==> src/hw/rtl/cputf8_pkg.sv <==
// ----------------------------------------------------------------------------
// cputf8_pkg: shared types and constants of the codepage/UTF-8 transcoder
// Payload structs, item kinds, status codes, register indexes, controller
// commands and datapath status.
// ----------------------------------------------------------------------------
package cputf8_pkg;

   localparam int RevDepth = 512;
   localparam int RevAddrW = $clog2(RevDepth);
   localparam int RevCntW  = $clog2(RevDepth + 1);
   localparam int PointW   = 21;

   localparam logic [1:0] KIND_LOAD   = 2'd0;
   localparam logic [1:0] KIND_FWD    = 2'd1;
   localparam logic [1:0] KIND_REV    = 2'd2;
   localparam logic [1:0] KIND_UNUSED = 2'd3;

   localparam logic [1:0] ST_MAPPED   = 2'd0;
   localparam logic [1:0] ST_FALLBACK = 2'd1;
   localparam logic [1:0] ST_LOADED   = 2'd2;
   localparam logic [1:0] ST_FULL     = 2'd3;

   localparam logic CSR_FALLBACK_UNICODE = 1'b0;
   localparam logic CSR_FALLBACK_CODE    = 1'b1;

   typedef struct packed {
      logic [1:0]        kind;
      logic [7:0]        code_byte;
      logic [PointW-1:0] unicode_point;
      logic [7:0]        utf8_byte;
   } req_type;

   typedef struct packed {
      logic [7:0] out_byte;
      logic       last;
      logic [1:0] status;
   } rsp_type;

   // controller -> datapath
   typedef struct packed {
      logic capture;     // latch the request, read forward table
      logic scan_start;  // restart reverse scan at entry 0
      logic scan_step;   // advance reverse scan by one entry
      logic load_commit; // write tables for a load item
      logic fwd_prep;    // pick point and build UTF-8 bytes
      logic dec_update;  // apply reverse byte to decoder state
      logic rev_result;  // build code result from scan outcome
      logic shift_out;   // advance to next UTF-8 byte
   } cmd_type;

   // datapath -> controller
   typedef struct packed {
      logic [1:0] kind;
      logic       scan_done;
      logic       dec_complete;
      logic [2:0] nbytes;
   } stat_type;

endpackage

==> src/hw/rtl/cputf8_ctrl.sv <==
// ----------------------------------------------------------------------------
// cputf8_ctrl: sequencing controller of the transcoder
// Walks each item through its lookup, decode, scan, load and emit steps; owns the handshake.
// ----------------------------------------------------------------------------
module cputf8_ctrl (
   input  logic                 clock,
   input  logic                 reset,
   input  logic                 req_valid,
   output logic                 req_stall,
   input  logic [1:0]           req_kind,
   output logic                 rsp_valid,
   input  logic                 rsp_stall,
   input  cputf8_pkg::stat_type stat,
   output cputf8_pkg::cmd_type  cmd
);
   import cputf8_pkg::*;

   typedef enum logic [2:0] {
      S_IDLE, S_DISPATCH, S_SCAN, S_LOAD, S_DEC, S_FWD, S_EMIT
   } state_type;

   state_type state_ff;
   logic      rsp_valid_ff;
   logic      rsp_valid_in;
   logic      rsp_free;
   logic      take;

   assign rsp_free  = !rsp_valid_ff || !rsp_stall;
   assign req_stall = (state_ff != S_IDLE);
   assign take      = req_valid && state_ff == S_IDLE && req_kind != KIND_UNUSED;
   assign rsp_valid = rsp_valid_ff;

   always_comb begin
      cmd = '0;
      cmd.capture = take;
      unique case (state_ff)
         S_DISPATCH: begin
            cmd.scan_start = (stat.kind == KIND_LOAD);
            cmd.dec_update = (stat.kind == KIND_REV);
            cmd.fwd_prep   = (stat.kind == KIND_FWD);
         end
         S_DEC:  cmd.scan_start = stat.dec_complete;
         S_SCAN: cmd.scan_step  = 1'b1;
         S_LOAD: cmd.load_commit = rsp_free && stat.kind == KIND_LOAD;
         S_EMIT: begin
            cmd.shift_out  = rsp_free && stat.kind == KIND_FWD;
            cmd.rev_result = rsp_free && stat.kind == KIND_REV;
         end
         default: ;
      endcase
      // hold a stalled result, raise valid whenever a new one is registered
      rsp_valid_in = rsp_valid_ff && rsp_stall;
      if (cmd.load_commit || cmd.shift_out || cmd.rev_result) rsp_valid_in = 1'b1;
   end

   always_ff @(posedge clock) begin
      if (reset) begin
         state_ff     <= S_IDLE;
         rsp_valid_ff <= 1'b0;
      end else begin
         rsp_valid_ff <= rsp_valid_in;
         unique case (state_ff)
            S_IDLE:     if (take) state_ff <= S_DISPATCH;
            S_DISPATCH: begin
               unique case (stat.kind)
                  KIND_LOAD: state_ff <= S_SCAN;
                  KIND_REV:  state_ff <= S_DEC;
                  default:   state_ff <= S_FWD;
               endcase
            end
            S_DEC:  state_ff <= stat.dec_complete ? S_SCAN : S_IDLE;
            S_SCAN: if (stat.scan_done && !cmd.scan_start)
                       state_ff <= (stat.kind == KIND_LOAD) ? S_LOAD : S_EMIT;
            S_LOAD: if (rsp_free) state_ff <= S_IDLE;
            S_FWD:  state_ff <= S_EMIT;
            S_EMIT: if (rsp_free && (stat.kind != KIND_FWD || stat.nbytes == 3'd1))
                       state_ff <= S_IDLE;
            default: state_ff <= S_IDLE;
         endcase
      end
   end

endmodule

==> config.mk <==
export PLATFORM = sky130hd
export DESIGN_NAME = cputf8_ctrl
export DESIGN_NICKNAME = d
export VERILOG_FILES = /design/src/hw/rtl/cputf8_pkg.sv /design/src/hw/rtl/cputf8_ctrl.sv
export SDC_FILE = /design/constraint.sdc
export NUM_CORES = 1
export LEC_CHECK = 0
export ABC_AREA = 1
export ABC_CLOCK_PERIOD_IN_PS = 1400
export BUFFER_PORTS_ARGS = -buffer_cell sky130_fd_sc_hd__buf_2
export CAP_MARGIN = 15
export CORE_AREA = 2 2 39 41
export CTS_BUF_LIST = sky130_fd_sc_hd__clkbuf_4
export CTS_CLUSTER_SIZE = 12
export DETAILED_ROUTE_END_ITERATION = 8
export DIE_AREA = 0 0 41 43
export GPL_TIMING_DRIVEN = 0
export PLACE_DENSITY = 0.59
export RECOVER_POWER = 25
export SLEW_MARGIN = 20
export SYNTH_ARGS = -nofsm -noshare
export SYNTH_HDL_FRONTEND = slang
export SYNTH_SLANG_ARGS = --single-unit
==> constraint.sdc <==
create_clock -name clock -period 1.4 [get_ports clock]
set_clock_uncertainty 0.15 [all_clocks]
set_input_delay 0.35 -clock clock [delete_from_list [all_inputs] [get_ports clock]]
set_output_delay 0.35 -clock clock [all_outputs]
set_load 0.01 [all_outputs]
After elaboration in Yosys (flattened, before gate mapping)
Cells that the tools add are included.

word-level totals
  register bits = 4
  bits in latches = 0
  memory bits (writable) = 0
  bits in read-only memories = 0
  input bits = 13
  output and inout bits = 10
  logic and storage cells = 50
  memories kept = 0

cells by class
  add/subtract/negate cells = 0
  $mul = 0
  divide/modulo/power cells = 0
  $lt $le $gt $ge = 0
  eq/ne operators = 15
  shift operators = 0
  mux-type cells = 14
  bitwise operators = 0
  reduce and logical (&&, ||, !) cells = 19

operator list
  kind                  count
  $pmux W3 S7           1
  $mux W3               5
  $ne A2 B2 Y1 const B  5
  $eq A3 B3 Y1 const B  3
  $logic_and A1 B1 Y1   8
  $eq A3 B1 Y1 const B  2
  $eq A3 B2 Y1 const B  2
  $mux W2               3
  $pmux W3 S2           1
  $logic_or A1 B1 Y1    4
  $reduce_and A4 Y1     1
  $logic_not A1 Y1      3
  $logic_not A3 Y1      1
  $mux W1               3
  $reduce_bool A3 Y1    1
  $eq A2 B1 Y1 const B  1
  $eq A2 B2 Y1 const B  1
  $logic_not A2 Y1      1
  $ne A2 B1 Y1 const B  1
  $pmux W1 S2           1

Logic depth before layout (Yosys ltp)
  word-level depth = 7
  depth in mapped cells = 10
  mapped depth without buffers = 9

Worst setup path after synthesis
No wires, ideal clock.

  path kind = flip-flop to output port
  start = reg state_ff[1]
  end = out cmd[2] in the netlist's numbering
  data arrival time = 0.887 ns
  data required time = 0.900 ns
  path slack = 0.013 ns
  cell stages (with the launch flop) = 3
  buffers on the path = 1
  path through = dfxtp_1 > buf_4 > nor4_1

RTL lines
  item                      RTL line           text
  start: declaration        cputf8_ctrl.sv:22  state_type state_ff;
  start signal: assignment  cputf8_ctrl.sv:71  S_DEC: state_ff <= stat.dec_complete ? S_SCAN : S_IDLE;
  start signal: assignment  cputf8_ctrl.sv:73  state_ff <= (stat.kind == KIND_LOAD) ? S_LOAD : S_EMIT;
  end: declaration          cputf8_ctrl.sv:14  output cputf8_pkg::cmd_type cmd

==> flow_summary.json <==
{
  "synth_seq_cells": 4,
  "critical_path.endpoint_type": "output pin",
  "total_number_of_nets_in_the_final_design": 122,
  "grt_pass1_vias": 473,
  "gr-usage-met3_pct": 6.28,
  "detail_route.iter0.violations": 12,
  "die_h_um": 43,
  "via_per_inst": 4.89,
  "clock-sinks": 4,
  "netlist.area_leader.share_pct": 18.9,
  "hold-path-cell-count": 2,
  "number_of_cts_inserted_buffers": 3,
  "final-setup-viol-count": 12,
  "slew_headroom_pct": 84.1,
  "report.final.hold_viol_count": 0,
  "final.fill_count": 143,
  "drc": 0,
  "cells_after_synthesis": 69,
  "critical_path_cell_count": 7,
  "globalplace.congestion": 0.839,
  "postSynthNetCount": 82,
  "syn-cell-area_um2": 423,
  "worst-setup-path-type": "register to output pin",
  "crit_chain": "buf_6, inv_8, nand3_4, inv_2, nand2_2, nor2_1, buf_2",
  "core_area_mm2": 0.00138,
  "initial_core_util_pct": 30.6,
  "post-synth-top-area-cell": "sky130_fd_sc_hd__dfxtp_1",
  "place.port_buffers": 22,
  "final_layout_size_suffix_gt1_share_pct": 63.6,
  "synthTopCellsByArea": "sky130_fd_sc_hd__dfxtp_1, sky130_fd_sc_hd__nand2_1, sky130_fd_sc_hd__nand3_1, sky130_fd_sc_hd__nor2_1, sky130_fd_sc_hd__inv_1",
  "max_cap_viol_count": 0,
  "global_route.usage.met2_pct": 24.7,
  "routed_wire_length_per_instance_um": 10.6,
  "fmaxAchievable_ghz": 0.603,
  "detailedPlacementHpwl_um": 856,
  "synth.yosys.seq_area_share_pct": 18.9,
  "clock_tree.buffer_depth": 2,
  "clk_root_buffer_cell": "sky130_fd_sc_hd__clkbuf_4",
  "num_vias": 601,
  "pin_count": 23,
  "whs_ps": 169,
  "crit_path_max_fanout": 7,
  "run_status": "finished with violations",
  "synth-warning-count": 0,
  "violations": "setup timing",
  "floorplan.die_area_mm2": 0.00176,
  "leakagePower_uw": 0.000415,
  "clk_latency_ps": 230,
  "power_uw": 1230,
  "cts_tree": "built",
  "gr-usage-met1_pct": 22.0,
  "cp_top_family": "buffers and inverters",
  "drtAntennaViolNets": 0,
  "antenna_cells": 0,
  "first_pass_grt_wire_length_mm": 1.98,
  "period_needed_ps": 1660,
  "critical_path_required_ps": 900,
  "floorplan.rows": 14,
  "antenna_found_initial": 0,
  "grt_overflow_total": 0,
  "cp_data_arrival_time_ps": 1160,
  "drv_slew": 0,
  "power.density_cell_area_mw_per_mm2": 1620,
  "grt_most_used_layer": "met2",
  "final.setup.worst_slack_ps": -259,
  "grt_max_degree": 9,
  "clock_tree.htree_level_count": 1,
  "period_share_pct": 118,
  "syn2layout_area_growth_pct": 79.6,
  "min_path_type": "input port to register",
  "worstPathBufferInverterCount": 4,
  "drt_first_pass_iters": 4,
  "rsz0062_at_grt": "yes",
  "cts.clk_slew.worst_paths_ps": 40,
  "worstRegToRegCells": 11,
  "number_of_distinct_standard_cells_referenced_by_the_synthesized_netlist": 23,
  "finalWirelength_mm": 1.30,
  "cp_slowest_stage_delay_ps": 310,
  "dp_slack_ps": -187,
  "post_synth.cell_area_avg_um2": 6.13,
  "worst_path_max_delay_cell": "sky130_fd_sc_hd__dfxtp_2",
  "vdd_ir_drop_max_mv": 0.842,
  "launching_element_type_of_the_critical_path": "register",
  "worst_margin_slew_ps": 236,
  "die_width_um": 41,
  "groute.usage.overall_pct": 16.3
}
layout by cell type (no fill, tap or decap), types with 2 or more instances in the layout:
cell                       instances
sky130_fd_sc_hd__a21oi_2           2
sky130_fd_sc_hd__buf_2            19
sky130_fd_sc_hd__buf_4            14
sky130_fd_sc_hd__buf_6             4
sky130_fd_sc_hd__clkbuf_4          3
sky130_fd_sc_hd__dfxtp_1           2
sky130_fd_sc_hd__inv_1             4
sky130_fd_sc_hd__inv_2             3
sky130_fd_sc_hd__nand2_1          13
sky130_fd_sc_hd__nand2_2           5
sky130_fd_sc_hd__nand3_1           5
sky130_fd_sc_hd__nand3_2           4
sky130_fd_sc_hd__nor2_1            4
sky130_fd_sc_hd__nor2_2            4
sky130_fd_sc_hd__nor2_4            4
sky130_fd_sc_hd__o21ai_0           2
per-stage QoR:
stage | area [µm²] | std cells | TNS (ps) | utilization, %
4_1_cts | 698 | 121 | -2180 | 50.5
3_3_place_gp | 553 | 107 | -757 | 40.0
5_1_grt | 759 | 123 | -3070 | 54.9
6_report | 759 | 123 | -2250 | 54.9
2_1_floorplan | 423 | 69 | 0 | -
3_5_place_dp | 553 | 107 | -752 | 40.0
worst paths after layout:
check                                  from          end  slack, ps
worst max register to register  state_ff[2]  state_ff[1]       -230
worst min register to register    rsp_valid    rsp_valid        430
worst min-delay path                  reset  state_ff[2]        170
worst max-delay path            state_ff[2]       cmd[4]       -260
state kept, by name (all words and copies together) (netlist names):
name       cells
state_ff       3
rsp_valid      1
kinds of logic after synthesis:
family / count (synthesis) / share of synthesized area (%)
AND/OR/NAND/NOR: 44 / 53.6
AO/OA/AOI/OAI: 9 / 13.3
flip-flops: 4 / 18.9
buffers and inverters: 12 / 14.2
routing by layer:
layer,wire [µm],vias to the layer above
li1,-,302
met1,569,277
met2,643,22
met3,90,0
met4,0,0
met5,0,-
cell usage after synthesis:
master,n
sky130_fd_sc_hd__nor2_2,2
sky130_fd_sc_hd__nor3b_1,1
sky130_fd_sc_hd__a41oi_1,1
sky130_fd_sc_hd__nand4_1,1
sky130_fd_sc_hd__buf_4,2
sky130_fd_sc_hd__o21ai_0,2
sky130_fd_sc_hd__a21oi_2,1
sky130_fd_sc_hd__buf_6,1
sky130_fd_sc_hd__o21ai_1,1
sky130_fd_sc_hd__nand2_4,1
sky130_fd_sc_hd__nor2_4,2
sky130_fd_sc_hd__a21oi_1,2
sky130_fd_sc_hd__nand2_1,17
sky130_fd_sc_hd__inv_2,3
sky130_fd_sc_hd__o21bai_1,1
sky130_fd_sc_hd__a31oi_1,1
sky130_fd_sc_hd__nor4_1,1
sky130_fd_sc_hd__nand2_2,1
sky130_fd_sc_hd__nand3_1,8
sky130_fd_sc_hd__nor2_1,8
sky130_fd_sc_hd__inv_1,6
sky130_fd_sc_hd__dfxtp_1,4
sky130_fd_sc_hd__nand3_2,2
repair_timing:
action | 4_1_cts | 5_1_grt
setup endpoints to repair | 9 | 12
resized for setup | 13 | 14
setup buffers | 11 | 2
hold buffers | 0 | 0
pin swaps | 5 | 4
layout make-up:
cell class | count | area [µm²] | share of cell area (%)
repair buffers | 35 | 219 | 28.8
flip-flops and latches | 4 | 85.1 | 11.2
clock buffers | 3 | 22.5 | 2.97
inverters | 9 | 43.8 | 5.77
plain buffers | 3 | 30.0 | 3.95
multi-input cells | 53 | 339 | 44.6
well taps | 16 | 20.0 | 2.64
power by group:
part	internal [µW]	switching, µW	total (µW)	leakage [µW]
Combinational	408	474	882	0.000368
Sequential	160	44.6	204	0.0000338
Clock	95.8	46.4	142	0.0000138
Note: power is estimated with default switching activity, not from simulation.
